**src/rtl/rit_pkg.sv**
```systemverilog
// Shared types, codes and helpers for the radix integer text parser.
package rit_pkg;

    localparam int POS_BITS    = 16;
    localparam int IDX_BITS    = 16;
    localparam int QDEPTH      = 2;
    localparam int QPTR_BITS   = $clog2(QDEPTH);
    localparam int QCNT_BITS   = $clog2(QDEPTH + 1);
    localparam int CFG_IDX_BITS = 2;

    localparam logic [2:0] ST_OK       = 3'd0;
    localparam logic [2:0] ST_NULL     = 3'd1;
    localparam logic [2:0] ST_ILLEGAL  = 3'd2;
    localparam logic [2:0] ST_RANGE    = 3'd3;
    localparam logic [2:0] ST_NODIGITS = 3'd4;

    localparam logic [CFG_IDX_BITS-1:0] CFG_RADIX  = 2'd0;
    localparam logic [CFG_IDX_BITS-1:0] CFG_SIGNED = 2'd1;

    localparam logic [5:0] RADIX_RESET = 6'd10;
    localparam logic [5:0] RADIX_MIN   = 6'd2;
    localparam logic [5:0] RADIX_MAX   = 6'd36;
    localparam logic [5:0] LETTER_BASE = 6'd10;

    localparam logic [7:0] CH_NUL   = 8'h00;
    localparam logic [7:0] CH_ZERO  = 8'h30;
    localparam logic [7:0] CH_NINE  = 8'h39;
    localparam logic [7:0] CH_UP_A  = 8'h41;
    localparam logic [7:0] CH_UP_Z  = 8'h5A;
    localparam logic [7:0] CH_LO_A  = 8'h61;
    localparam logic [7:0] CH_LO_Z  = 8'h7A;
    localparam logic [7:0] CH_MINUS = 8'h2D;

    typedef struct packed {
        logic [7:0] char_code;
        logic       last_char;
    } t_in_word;

    typedef struct packed {
        logic [2:0]          status;
        logic [63:0]         value;
        logic [IDX_BITS-1:0] error_index;
    } t_out_word;

    typedef enum logic [1:0] {
        K_NULL,
        K_MINUS,
        K_DIGIT,
        K_ILLEGAL
    } t_kind;

    typedef struct packed {
        t_kind               kind;
        logic [5:0]          digit;
        logic [IDX_BITS-1:0] index;
        logic                last;
    } t_entry;

    typedef struct packed {
        logic [5:0] base;
        logic       signed_mode;
    } t_cfg;

    // Position as reported in error_index: low bits, optionally plus one.
    function automatic logic [IDX_BITS-1:0] pos_index(input logic [POS_BITS-1:0] pos,
                                                      input logic add_one);
        logic [POS_BITS+IDX_BITS-1:0] w;
        w = {{IDX_BITS{1'b0}}, pos} + {{(POS_BITS+IDX_BITS-1){1'b0}}, add_one};
        return w[IDX_BITS-1:0];
    endfunction

endpackage

```
**src/rtl/rit_front.sv**
```systemverilog
// Front end: character position tracking and character classification.
module rit_front import rit_pkg::*; (
    input  logic     i_clk,
    input  logic     i_rst_n,
    input  logic     i_take,
    input  t_in_word i_word,
    input  t_cfg     i_cfg,
    output t_entry   o_entry
);

    localparam logic [POS_BITS-1:0] POS_MAX = {POS_BITS{1'b1}};

    logic [POS_BITS-1:0] r_pos;
    logic [POS_BITS-1:0] n_pos;
    logic [7:0]          w_ch;
    logic [7:0]          w_dv;
    logic                w_is_dig;

    assign w_ch = i_word.char_code;

    always_comb begin
        n_pos = r_pos;
        if (i_take) begin
            if (i_word.last_char) begin
                n_pos = '0;
            end else if (r_pos != POS_MAX) begin
                n_pos = r_pos + 1'b1;
            end
        end
    end

    always_ff @(posedge i_clk) begin
        if (!i_rst_n) begin
            r_pos <= '0;
        end else begin
            r_pos <= n_pos;
        end
    end

    // Digit value of 0-9, A-Z, a-z; anything else is not a digit.
    always_comb begin
        w_dv     = 8'd0;
        w_is_dig = 1'b0;
        if (w_ch >= CH_ZERO && w_ch <= CH_NINE) begin
            w_dv     = w_ch - CH_ZERO;
            w_is_dig = 1'b1;
        end else if (w_ch >= CH_UP_A && w_ch <= CH_UP_Z) begin
            w_dv     = w_ch - CH_UP_A + {2'b00, LETTER_BASE};
            w_is_dig = 1'b1;
        end else if (w_ch >= CH_LO_A && w_ch <= CH_LO_Z) begin
            w_dv     = w_ch - CH_LO_A + {2'b00, LETTER_BASE};
            w_is_dig = 1'b1;
        end
    end

    always_comb begin
        o_entry.digit = w_dv[5:0];
        o_entry.last  = i_word.last_char;
        if (w_ch == CH_NUL) begin
            o_entry.kind  = K_NULL;
            o_entry.index = pos_index(r_pos, 1'b0);
        end else if (r_pos == '0 && i_cfg.signed_mode && w_ch == CH_MINUS) begin
            o_entry.kind  = K_MINUS;
            o_entry.index = '0;
        end else if (w_is_dig && w_dv[5:0] < i_cfg.base) begin
            o_entry.kind  = K_DIGIT;
            o_entry.index = '0;
        end else begin
            o_entry.kind  = K_ILLEGAL;
            o_entry.index = pos_index(r_pos, 1'b1);
        end
    end

endmodule

```
**src/rtl/rit_queue.sv**
```systemverilog
// Short queue of classified characters between front and back end.
module rit_queue import rit_pkg::*; (
    input  logic   i_clk,
    input  logic   i_rst_n,
    input  logic   i_push,
    input  t_entry i_data,
    output logic   o_full,
    input  logic   i_pop,
    output logic   o_empty,
    output t_entry o_data
);

    t_entry                r_mem [QDEPTH];
    logic [QPTR_BITS-1:0]  r_wp;
    logic [QPTR_BITS-1:0]  r_rp;
    logic [QCNT_BITS-1:0]  r_cnt;
    logic                  w_push;
    logic                  w_pop;

    assign o_full  = (r_cnt == QCNT_BITS'(QDEPTH));
    assign o_empty = (r_cnt == '0);
    assign o_data  = r_mem[r_rp];
    assign w_push  = i_push && !o_full;
    assign w_pop   = i_pop && !o_empty;

    always_ff @(posedge i_clk) begin
        if (w_push) begin
            r_mem[r_wp] <= i_data;
        end
    end

    always_ff @(posedge i_clk) begin
        if (!i_rst_n) begin
            r_wp  <= '0;
            r_rp  <= '0;
            r_cnt <= '0;
        end else begin
            if (w_push) begin
                r_wp <= r_wp + 1'b1;
            end
            if (w_pop) begin
                r_rp <= r_rp + 1'b1;
            end
            if (w_push && !w_pop) begin
                r_cnt <= r_cnt + 1'b1;
            end else if (w_pop && !w_push) begin
                r_cnt <= r_cnt - 1'b1;
            end
        end
    end

endmodule

```
**src/rtl/rit_back.sv**
```systemverilog
// Back end: accumulation, range checks, sticky error and result queue.
module rit_back import rit_pkg::*; (
    input  logic      i_clk,
    input  logic      i_rst_n,
    input  t_cfg      i_cfg,
    input  logic      i_q_empty,
    input  t_entry    i_q_data,
    output logic      o_q_pop,
    output logic      o_empty,
    input  logic      i_pop,
    output t_out_word o_word
);

    typedef enum logic [2:0] {
        S_IDLE = 3'b001,
        S_ACC  = 3'b010,
        S_EMIT = 3'b100
    } t_state;

    localparam logic [69:0] LIM_U64 = {6'b0, {64{1'b1}}};
    localparam logic [69:0] LIM_NEG = {6'b0, 1'b1, 63'b0};
    localparam logic [69:0] LIM_POS = {7'b0, {63{1'b1}}};

    t_state              r_state;
    t_state              n_state;
    logic [63:0]         r_acc;
    logic                r_neg;
    logic                r_seen;
    logic [2:0]          r_err;
    logic [IDX_BITS-1:0] r_err_idx;
    logic [69:0]         r_prod;
    t_entry              r_cur;

    t_out_word             r_oq [QDEPTH];
    logic [QPTR_BITS-1:0]  r_owp;
    logic [QPTR_BITS-1:0]  r_orp;
    logic [QCNT_BITS-1:0]  r_ocnt;

    logic        w_opush;
    logic        w_opop;
    logic [69:0] w_lim;
    logic [69:0] w_sum;
    t_out_word   w_res;

    assign o_empty = (r_ocnt == '0);
    assign o_word  = r_oq[r_orp];
    assign w_opop  = i_pop && !o_empty;
    assign w_opush = (r_state == S_EMIT) && (r_ocnt != QCNT_BITS'(QDEPTH));
    assign o_q_pop = (r_state == S_IDLE) && !i_q_empty;

    always_comb begin
        if (!i_cfg.signed_mode) begin
            w_lim = LIM_U64;
        end else if (r_neg) begin
            w_lim = LIM_NEG;
        end else begin
            w_lim = LIM_POS;
        end
    end

    assign w_sum = r_prod + {64'b0, r_cur.digit};

    // Build the result word from the literal state.
    always_comb begin
        w_res.status      = r_err;
        w_res.value       = 64'd0;
        w_res.error_index = '0;
        if (r_err == ST_OK && !r_seen) begin
            w_res.status = ST_NODIGITS;
        end
        if (r_err == ST_OK && r_seen) begin
            w_res.value = (i_cfg.signed_mode && r_neg) ? (64'd0 - r_acc) : r_acc;
        end
        if (r_err == ST_NULL || r_err == ST_ILLEGAL) begin
            w_res.error_index = r_err_idx;
        end
    end

    always_comb begin
        n_state = r_state;
        case (r_state)
            S_IDLE: begin
                if (!i_q_empty) begin
                    if (r_err == ST_OK &&
                        (i_q_data.kind == K_DIGIT || i_q_data.kind == K_ILLEGAL)) begin
                        n_state = S_ACC;
                    end else if (i_q_data.last) begin
                        n_state = S_EMIT;
                    end
                end
            end
            S_ACC: begin
                n_state = r_cur.last ? S_EMIT : S_IDLE;
            end
            S_EMIT: begin
                if (w_opush) begin
                    n_state = S_IDLE;
                end
            end
            default: begin
                n_state = S_IDLE;
            end
        endcase
    end

    always_ff @(posedge i_clk) begin
        if (o_q_pop) begin
            r_cur  <= i_q_data;
            r_prod <= {6'b0, r_acc} * {64'b0, i_cfg.base};
        end
        if (w_opush) begin
            r_oq[r_owp] <= w_res;
        end
    end

    always_ff @(posedge i_clk) begin
        if (!i_rst_n) begin
            r_state   <= S_IDLE;
            r_acc     <= '0;
            r_neg     <= 1'b0;
            r_seen    <= 1'b0;
            r_err     <= ST_OK;
            r_err_idx <= '0;
            r_owp     <= '0;
            r_orp     <= '0;
            r_ocnt    <= '0;
        end else begin
            r_state <= n_state;
            case (r_state)
                S_IDLE: begin
                    if (!i_q_empty && r_err == ST_OK) begin
                        if (i_q_data.kind == K_NULL) begin
                            r_err     <= ST_NULL;
                            r_err_idx <= i_q_data.index;
                        end else if (i_q_data.kind == K_MINUS) begin
                            r_neg <= 1'b1;
                        end
                    end
                end
                S_ACC: begin
                    // Overflow of the shift is checked before the digit itself.
                    if (r_prod > w_lim) begin
                        r_err     <= ST_RANGE;
                        r_err_idx <= '0;
                    end else if (r_cur.kind == K_ILLEGAL) begin
                        r_err     <= ST_ILLEGAL;
                        r_err_idx <= r_cur.index;
                    end else if (w_sum > w_lim) begin
                        r_err     <= ST_RANGE;
                        r_err_idx <= '0;
                    end else begin
                        r_acc  <= w_sum[63:0];
                        r_seen <= 1'b1;
                    end
                end
                S_EMIT: begin
                    if (w_opush) begin
                        r_acc     <= '0;
                        r_neg     <= 1'b0;
                        r_seen    <= 1'b0;
                        r_err     <= ST_OK;
                        r_err_idx <= '0;
                    end
                end
                default: begin
                    r_err <= r_err;
                end
            endcase
            if (w_opush) begin
                r_owp <= r_owp + 1'b1;
            end
            if (w_opop) begin
                r_orp <= r_orp + 1'b1;
            end
            if (w_opush && !w_opop) begin
                r_ocnt <= r_ocnt + 1'b1;
            end else if (w_opop && !w_opush) begin
                r_ocnt <= r_ocnt - 1'b1;
            end
        end
    end

endmodule

```
**src/rtl/radix_integer_text_parser.sv**
```systemverilog
// Radix integer text parser: top level with configuration registers.
//
// Parses an integer literal one character per input word and returns one
// result word when the word flagged last_char has been processed. Digits
// 0-9 and letters A-Z / a-z (case-insensitive, values 10 to 35) are taken
// in the configured radix (2 to 36; values outside are clamped). In signed
// mode a minus as the very first character negates the value, which must
// fit a signed 64-bit integer; in unsigned mode it must fit 64 bits. The
// first error of a literal sticks and later characters are ignored until
// the last one, which reports it: null character (error_index = position),
// illegal character (error_index = position plus one), out of range, or no
// digits. value is 0 whenever status is not ok.
//
// Structure: a front end classifies each word as it is pushed and places
// it in a two-entry queue; the back end works through that queue. A digit
// or illegal character goes through a registered 64 x 6 multiply as it is
// popped, then the range compares and the add in the accumulate state. A
// null, a minus or any character after an error is handled as it is
// popped. The last character of a literal then passes an emit state that
// writes the result into a two-entry result queue and waits while that
// queue is full, so words keep flowing in while results wait to be popped.
// The back end pops no new character until the digit path is done.
//
// Configuration: register 0 is radix (6 bits, reset 10), register 1 is
// signed_mode (1 bit, reset 1). Writes are always accepted; write only
// while no literal work is in flight.
module radix_integer_text_parser import rit_pkg::*; (
    input  logic                    i_clk,
    input  logic                    i_rst_n,
    input  logic                    push,
    output logic                    full,
    input  t_in_word                i_in_data,
    output logic                    empty,
    input  logic                    pop,
    output t_out_word               o_out_data,
    input  logic                    i_cfg_valid,
    output logic                    o_cfg_ready,
    input  logic [CFG_IDX_BITS-1:0] i_cfg_index,
    input  logic [5:0]              i_cfg_data
);

    logic [5:0] r_radix;
    logic       r_signed;
    t_cfg       w_cfg;
    logic       w_take;
    t_entry     w_front_entry;
    logic       w_q_empty;
    logic       w_q_pop;
    t_entry     w_q_data;

    assign o_cfg_ready = 1'b1;

    // Hold the configuration registers; ignore indexes beyond the list.
    always_ff @(posedge i_clk) begin
        if (!i_rst_n) begin
            r_radix  <= RADIX_RESET;
            r_signed <= 1'b1;
        end else if (i_cfg_valid) begin
            case (i_cfg_index)
                CFG_RADIX:  r_radix  <= i_cfg_data;
                CFG_SIGNED: r_signed <= i_cfg_data[0];
                default:    r_radix  <= r_radix;
            endcase
        end
    end

    // Clamp the radix into the supported range.
    always_comb begin
        w_cfg.signed_mode = r_signed;
        if (r_radix < RADIX_MIN) begin
            w_cfg.base = RADIX_MIN;
        end else if (r_radix > RADIX_MAX) begin
            w_cfg.base = RADIX_MAX;
        end else begin
            w_cfg.base = r_radix;
        end
    end

    assign w_take = push && !full;

    rit_front u_front (
        .i_clk   (i_clk),
        .i_rst_n (i_rst_n),
        .i_take  (w_take),
        .i_word  (i_in_data),
        .i_cfg   (w_cfg),
        .o_entry (w_front_entry)
    );

    rit_queue u_queue (
        .i_clk   (i_clk),
        .i_rst_n (i_rst_n),
        .i_push  (push),
        .i_data  (w_front_entry),
        .o_full  (full),
        .i_pop   (w_q_pop),
        .o_empty (w_q_empty),
        .o_data  (w_q_data)
    );

    rit_back u_back (
        .i_clk     (i_clk),
        .i_rst_n   (i_rst_n),
        .i_cfg     (w_cfg),
        .i_q_empty (w_q_empty),
        .i_q_data  (w_q_data),
        .o_q_pop   (w_q_pop),
        .o_empty   (empty),
        .i_pop     (pop),
        .o_word    (o_out_data)
    );

endmodule
```
**config.mk**
```make
export PLATFORM = sky130hd
export DESIGN_NAME = radix_integer_text_parser
export DESIGN_NICKNAME = d
export VERILOG_FILES = /design/src/rtl/rit_pkg.sv /design/src/rtl/rit_front.sv /design/src/rtl/rit_queue.sv /design/src/rtl/rit_back.sv /design/src/rtl/radix_integer_text_parser.sv
export SDC_FILE = /design/constraint.sdc
export NUM_CORES = 2
export LEC_CHECK = 0
export BUFFER_PORTS_ARGS = -buffer_cell sky130_fd_sc_hd__clkbuf_2
export CAP_MARGIN = 25
export CORE_MARGIN = 5
export CORE_UTILIZATION = 45
export CTS_BUF_LIST = sky130_fd_sc_hd__clkbuf_8
export CTS_CLUSTER_SIZE = 40
export DETAILED_ROUTE_END_ITERATION = 12
export PLACE_DENSITY = 0.69
export SLEW_MARGIN = 25
export SYNTH_ARGS = -nofsm -noshare
export SYNTH_HDL_FRONTEND = slang
export SYNTH_HIERARCHICAL = 1
export SYNTH_SLANG_ARGS = --single-unit
export TNS_END_PERCENT = 20
```
**constraint.sdc**
```tcl
create_clock -name i_clk -period 13.1 [get_ports i_clk]
set_clock_uncertainty 0.1 [all_clocks]
set_input_delay 0.655 -clock i_clk [delete_from_list [all_inputs] [get_ports i_clk]]
set_output_delay 0.655 -clock i_clk [all_outputs]
set_load 0.02 [all_outputs]
```
# After elaboration in Yosys (flattened, before gate mapping)
# Memories as Yosys holds them, arrays and structs flattened. A register that Yosys moved wholly into a read port is not among the register bits.
# Cells that the tools add are included.
dict set report totals {
  mem_bits_rw 216
  wordCells 194
  ff_bits 214
  memories 2
}
# name depth word_bits rd rd_ports_with_merged_regs wr line
set memory_table {}
lappend memory_table {u_back.r_oq 2 83 1 1 1 rit_back.sv:34} ;# t_out_word r_oq [QDEPTH];
lappend memory_table {u_queue.r_mem 2 25 1 1 1 rit_queue.sv:13} ;# t_entry r_mem [QDEPTH];
dict set report op_classes {
  add_sub_neg 17
  n_mul 1
  n_reduce_logical 50
  magnitude_cmp 11
  eq_ne 25
  mux 68
}
# op n
set ops {}
lappend ops {{64-bit 2-to-1 mux} 7}
lappend ops {{16-bit 2-to-1 mux} 12}
lappend ops {{70-bit greater-than comparator} 2}
lappend ops {{64-bit one-hot mux with 2 select lines} 1}
lappend ops {{70-bit by 6-bit adder with 70-bit output} 1}
lappend ops {{64-bit by 6-bit multiplier with 70-bit output} 1}
lappend ops {{70-bit 2-to-1 mux} 1}
lappend ops {{1-bit by 64-bit subtractor with 64-bit output (first input constant)} 1}
lappend ops {{16-bit one-hot mux with 3 select lines} 1}
lappend ops {{3-bit 2-to-1 mux} 12}
lappend ops {{16-bit by 1-bit adder with 16-bit output (second input constant)} 2}
lappend ops {{6-bit 2-to-1 mux} 5}
lappend ops {{1-bit logical AND} 20}
lappend ops {{1-bit 2-to-1 mux} 19}
lappend ops {{2-bit != test (second input constant)} 9}
lappend ops {{3-bit one-hot mux with 3 select lines} 2}
lappend ops {{8-bit by 7-bit >= comparator with 1-bit output (second input constant)} 2}
lappend ops {{8-bit by 7-bit less-or-equal comparator with 1-bit output (second input constant)} 2}
lappend ops {{16-bit zero test} 1}
lappend ops {{16-bit != test (second input constant)} 1}
lappend ops {{5-bit AND reduction} 3}
lappend ops {{6-bit by 4-bit adder with 6-bit output (second input constant)} 2}
lappend ops {{2-bit 2-to-1 mux} 6}
lappend ops {{6-bit subtractor (second input constant)} 2}
lappend ops {{other kinds (28)} 57}

# Logic depth before layout (Yosys ltp)
dict set report logic_depth {
  word_depth 10
  ltp_mapped 23
  mapped_depth_nobuf 21
}

# Cells and area by module
# The synthesis kept the hierarchy.
# module n_inst area_each_um2 cells_each
set by_module_without_submodules {}
lappend by_module_without_submodules {rit_back 1 30435.4 3177}
lappend by_module_without_submodules {rit_queue 1 2037.0 103}
lappend by_module_without_submodules {rit_front 1 1991.9 280}
lappend by_module_without_submodules {radix_integer_text_parser 1 394.1 46}

# Least setup slack after synthesis
# No wires, ideal clock.
dict set report synth_timing {
  path_type {register to register}
  startpoint {reg r_signed}
  endpoint {reg u_back.r_acc[14]}
  stages_incl_launch_ff 17
  setup_slack_ns 6.117
  required_ns 12.928
  t_arrival_ns 6.812
  setup_ns 0.072
  n_path_buf 4
  cell_sequence {dfxtp_1 nand2_1 clkinv_1 clkbuf_1 ha_1 a21o_1 a21o_1 a221o_1 a221oi_1 o2111ai_1 o31a_1 buf_2 nor4b_4 or2_1 buf_4 buf_4 mux2i_1}
}
dict set report synth_via {
  elab_chain_cells 4
  word_cells_on_any_way 6
}
# element line
set synth_rtl {}
lappend synth_rtl {{start, declared} radix_integer_text_parser.sv:43} ;# logic r_signed;
lappend synth_rtl {{start signal, assigned} radix_integer_text_parser.sv:61} ;# CFG_SIGNED: r_signed <= i_cfg_data[0];
lappend synth_rtl {{70-bit 2-to-1 mux (*)} rit_back.sv:52} ;# if (!i_cfg.signed_mode) begin
lappend synth_rtl {{70-bit greater-than comparator, on equally long branches} {rit_back.sv:142, rit_back.sv:148}}
lappend synth_rtl {{2-bit != test (no source line)} --}
lappend synth_rtl {{5-bit AND reduction (no source line) (*)} --}
lappend synth_rtl {{end signal, assigned} rit_back.sv:152} ;# r_acc <= w_sum[63:0];
lappend synth_rtl {{end, declared} rit_back.sv:26} ;# logic [63:0] r_acc;
# Mark *: on every way between the ends. The rest lies on a longest branch, timed or not.
# A chain may end at the register's enable or synchronous reset.

==> impl_metrics.json <==
{
  "synth.top_cell.area_share_pct": 26.79,
  "yosys.area.top_type": "edfxtp_1",
  "outcome": "complete, no violations",
  "ys_types": 101,
  "antenna_found_initial": 4,
  "critical_path_required_ns": 13.40,
  "cts_root_buffer": "clkbuf_8",
  "ctsResizeCount": 0,
  "dp.cells": 4575,
  "period_needed_ns": 7.401,
  "ios": 108,
  "hp-start": "i_cfg_data[5]",
  "setup_tns_ns": 0,
  "endpoint_kind": "register",
  "final_util_pct": 48.73,
  "firstDrtPassIters": 5,
  "place_congestion": 0.9117,
  "fin_cells": 4717,
  "cts_sinks": 431,
  "grt_pass1_vias": 26090,
  "ys_warn_count": 6,
  "cts_buffer_depth": 3,
  "post_cts_buffers": 0,
  "synth_fp_nets": 4109,
  "grt_pass1_wl_mm": 142.4,
  "crit_chain": "buf_4 > o21ai_0 > nand2b_2 > buf_4 > nand2_1 > fa_1 > inv_1 > fa_1 > fa_1 > ha_1 > nand3_1 > or2_1 > o2111a_1 > o41a_1 > or4b_1 > o21ai_1 > a31oi_1 > a21oi_1 > a221oi_1 > xnor2_1",
  "die_y_um": 288.3,
  "die_area_um2": 83130,
  "r2r_end": "u_back/r_prod[68]",
  "synth_edf_count": 311,
  "synthCells": 3606,
  "timing.final.hold_violations": 0,
  "fmax_mhz": 135.1,
  "coreArea_um2": 77080,
  "cts_hold_buf": 0,
  "cp-startpoint": "r_radix[5]",
  "drt-initial-drc-count": 2009,
  "grt_util_all_layers_pct": 21.22,
  "grt_max_degree": 90,
  "initial_core_util_pct": 45.22,
  "ir_drop_mv": 0.1041,
  "slew_headroom_pct": 24.97,
  "cts_tree": "yes",
  "setup_ws_ns": 5.699,
  "drc": 0,
  "path_class": "register to register",
  "crit_buf_inv": 3,
  "numPortBuffers": 106,
  "synthFlopType": "edfxtp_1",
  "drive_above_1_share_pct": 10.97,
  "pre_cts_ws_ns": 5.773,
  "r2r_slack_ns": 5.70,
  "synthArstFlopShare_pct": 0,
  "dp_hpwl_mm": 64.50,
  "die_x_um": 288.3,
  "leakagePower_nw": 16.39,
  "setup_viol": 0,
  "ant_nets": 0,
  "r2r_start": "r_radix[5]",
  "clk_latency_ns": 0.69,
  "mostFrequentLayoutCell": "nand2_1",
  "worst_path_largest_cell_delay_ns": 0.58,
  "routed_wl_mm": 88.34,
  "slowest_stage": "nand2b_2",
  "rsz0062_at_grt": "no",
  "start_kind": "register",
  "crit_cells": 20,
  "ys_ff_latch": 431,
  "syn_area_um2": 34860,
  "area_delta_synth_final_pct": 7.760,
  "power_density_nw_per_um2": 135.2,
  "cp_common_cell": "fa_1",
  "endpoint": "u_back/r_prod[68]",
  "path_max_fanout": 40,
  "design_area_um2": 37560,
  "critical_path.top_delay_family": "adder cells",
  "vias_per_cell": 5.627,
  "clk_pin_slew_ns": 0.06,
  "arrival_ns": 7.70,
  "rows": 102,
  "wl_per_cell_um": 18.73,
  "synth_top_cells_by_area": "edfxtp_1, fa_1, ha_1, dfxtp_1, nand2_1",
  "fin_crit_sh_pct": 56.50,
  "layout_common_cells": "nand2_1, inv_1, edfxtp_1, fa_1, ha_1",
  "r2r_cells": 20,
  "avgSynthCellArea_um2": 9.667,
  "vias": 26540,
  "ys_seq_area_share_pct": 33.68,
  "placed_area_um2": 36120,
  "max-cap-violations": 0,
  "cts-buffers-inserted": 74,
  "slew_violations": 0,
  "gr-total-overflow": 0,
  "hold_path.class": "input port to register",
  "nets": 4114,
  "htree_num_levels": 3,
  "worst_pin_slew_ns": 1.121
}
[final cells by class]
cell class	instances	area, µm²
fillers	7134	39520
multi-input cells	2651	21110
flip-flops and latches	431	11750
well taps	1040	1301
inverters	315	1187
clock buffers	75	1032
repair buffers	138	773.2
clock inverters	62	397.9
diodes	5	12.51
[power breakdown]
group	leakage (nW)	total, mW	switching (mW)	internal (mW)
logic	11.8	1.89	1.21	0.678
clock network	0.821	1.20	0.590	0.607
registers	3.74	1.99	0.243	1.75
total	16.4	5.08	2.05	3.03
[through the flow]
step	power [mW]	hold slack (ns)
4_1_cts	5.094	0.06734
3_3_place_gp	3.847	0.3480
2_1_floorplan	3.299	0.3347
6_report	5.079	0.1208
5_1_grt	5.381	0.1011
3_5_place_dp	3.881	0.3493
[routing by layer]
| layer | wire length, µm | global-route usage, % | vias up | share of wire [%] |
|---|---|---|---|---|
| li1 | - | - | 12450 | - |
| met3 | 5488 | 3.070 | 144 | 6.2 |
| met4 | 2359 | 6.440 | 0 | 2.7 |
| met1 | 39510 | 29.95 | 13100 | 45 |
| met2 | 40990 | 34.11 | 849 | 46 |
| met5 | 0 | 0 | - | 0 |
[synthesized netlist by cell type (all sizes together), types with 4 or more instances]
library cell and number:
o31a 5, o211ai 22, o41ai 10, o31ai 22
dfxtp 120, nand4 72, fa 250, xor2 80
edfxtp 311, xnor2 106, nor2 180, and3 16
a21oi 141, a31o 11, nor4 22, o21ai 131
o311ai 7, inv 313, o21a 15, or3 34
a211oi 14, ha 231, nor3b 4, a22o 9
mux2i 63, a21o 95, o211a 17, or4 11
a31oi 21, or2 8, nand2b 18, nor2b 25
mux2 108, nand2 637, and4 17, o21bai 13
a21boi 21, nor3 45, clkbuf 173, and2 46
nand3 70, buf 36
[worst min-delay path by stage]
stage,endpoint,slack (ns),cells past startpoint
final,r_radix[5],0.12,3
after CTS,r_radix[5],0.07,3
after global routing,r_radix[0],0.10,3
after floorplan,r_radix[0],0.33,2
after detailed placement,u_back/r_err[0],0.35,2
after global placement,u_back/r_err[0],0.35,2
[kinds of logic after synthesis]
group / synth area share [%]
AND/OR/NAND/NOR: 16.36
AO/OA/AOI/OAI: 11.35
buffers and inverters: 5.944
adder cells (fa/ha/maj): 22.68
flip-flops: 33.68
XOR/XNOR: 4.673
multiplexers: 5.298
other: 0.01076
[registers in the layout, summed over array words and instances, names as in the netlist, 2 cells and up, named ones only]
name / cells
u_back/r_prod: 70
u_back/r_oq: 166
u_back/r_cur: 25
u_back/r_state: 3
u_front/r_pos: 16
u_back/r_acc: 64
u_queue/r_mem: 50
u_back/r_err: 2
r_radix: 6
u_back/r_err_idx: 16
u_back/r_ocnt: 2
u_queue/r_cnt: 2
[tightest hold or removal path, stage by stage]
cell	delay, ns
clkbuf_2	0.08
nand2_1	0.05
mux2i_1	0.06
(Power assumes the default switching activity.)
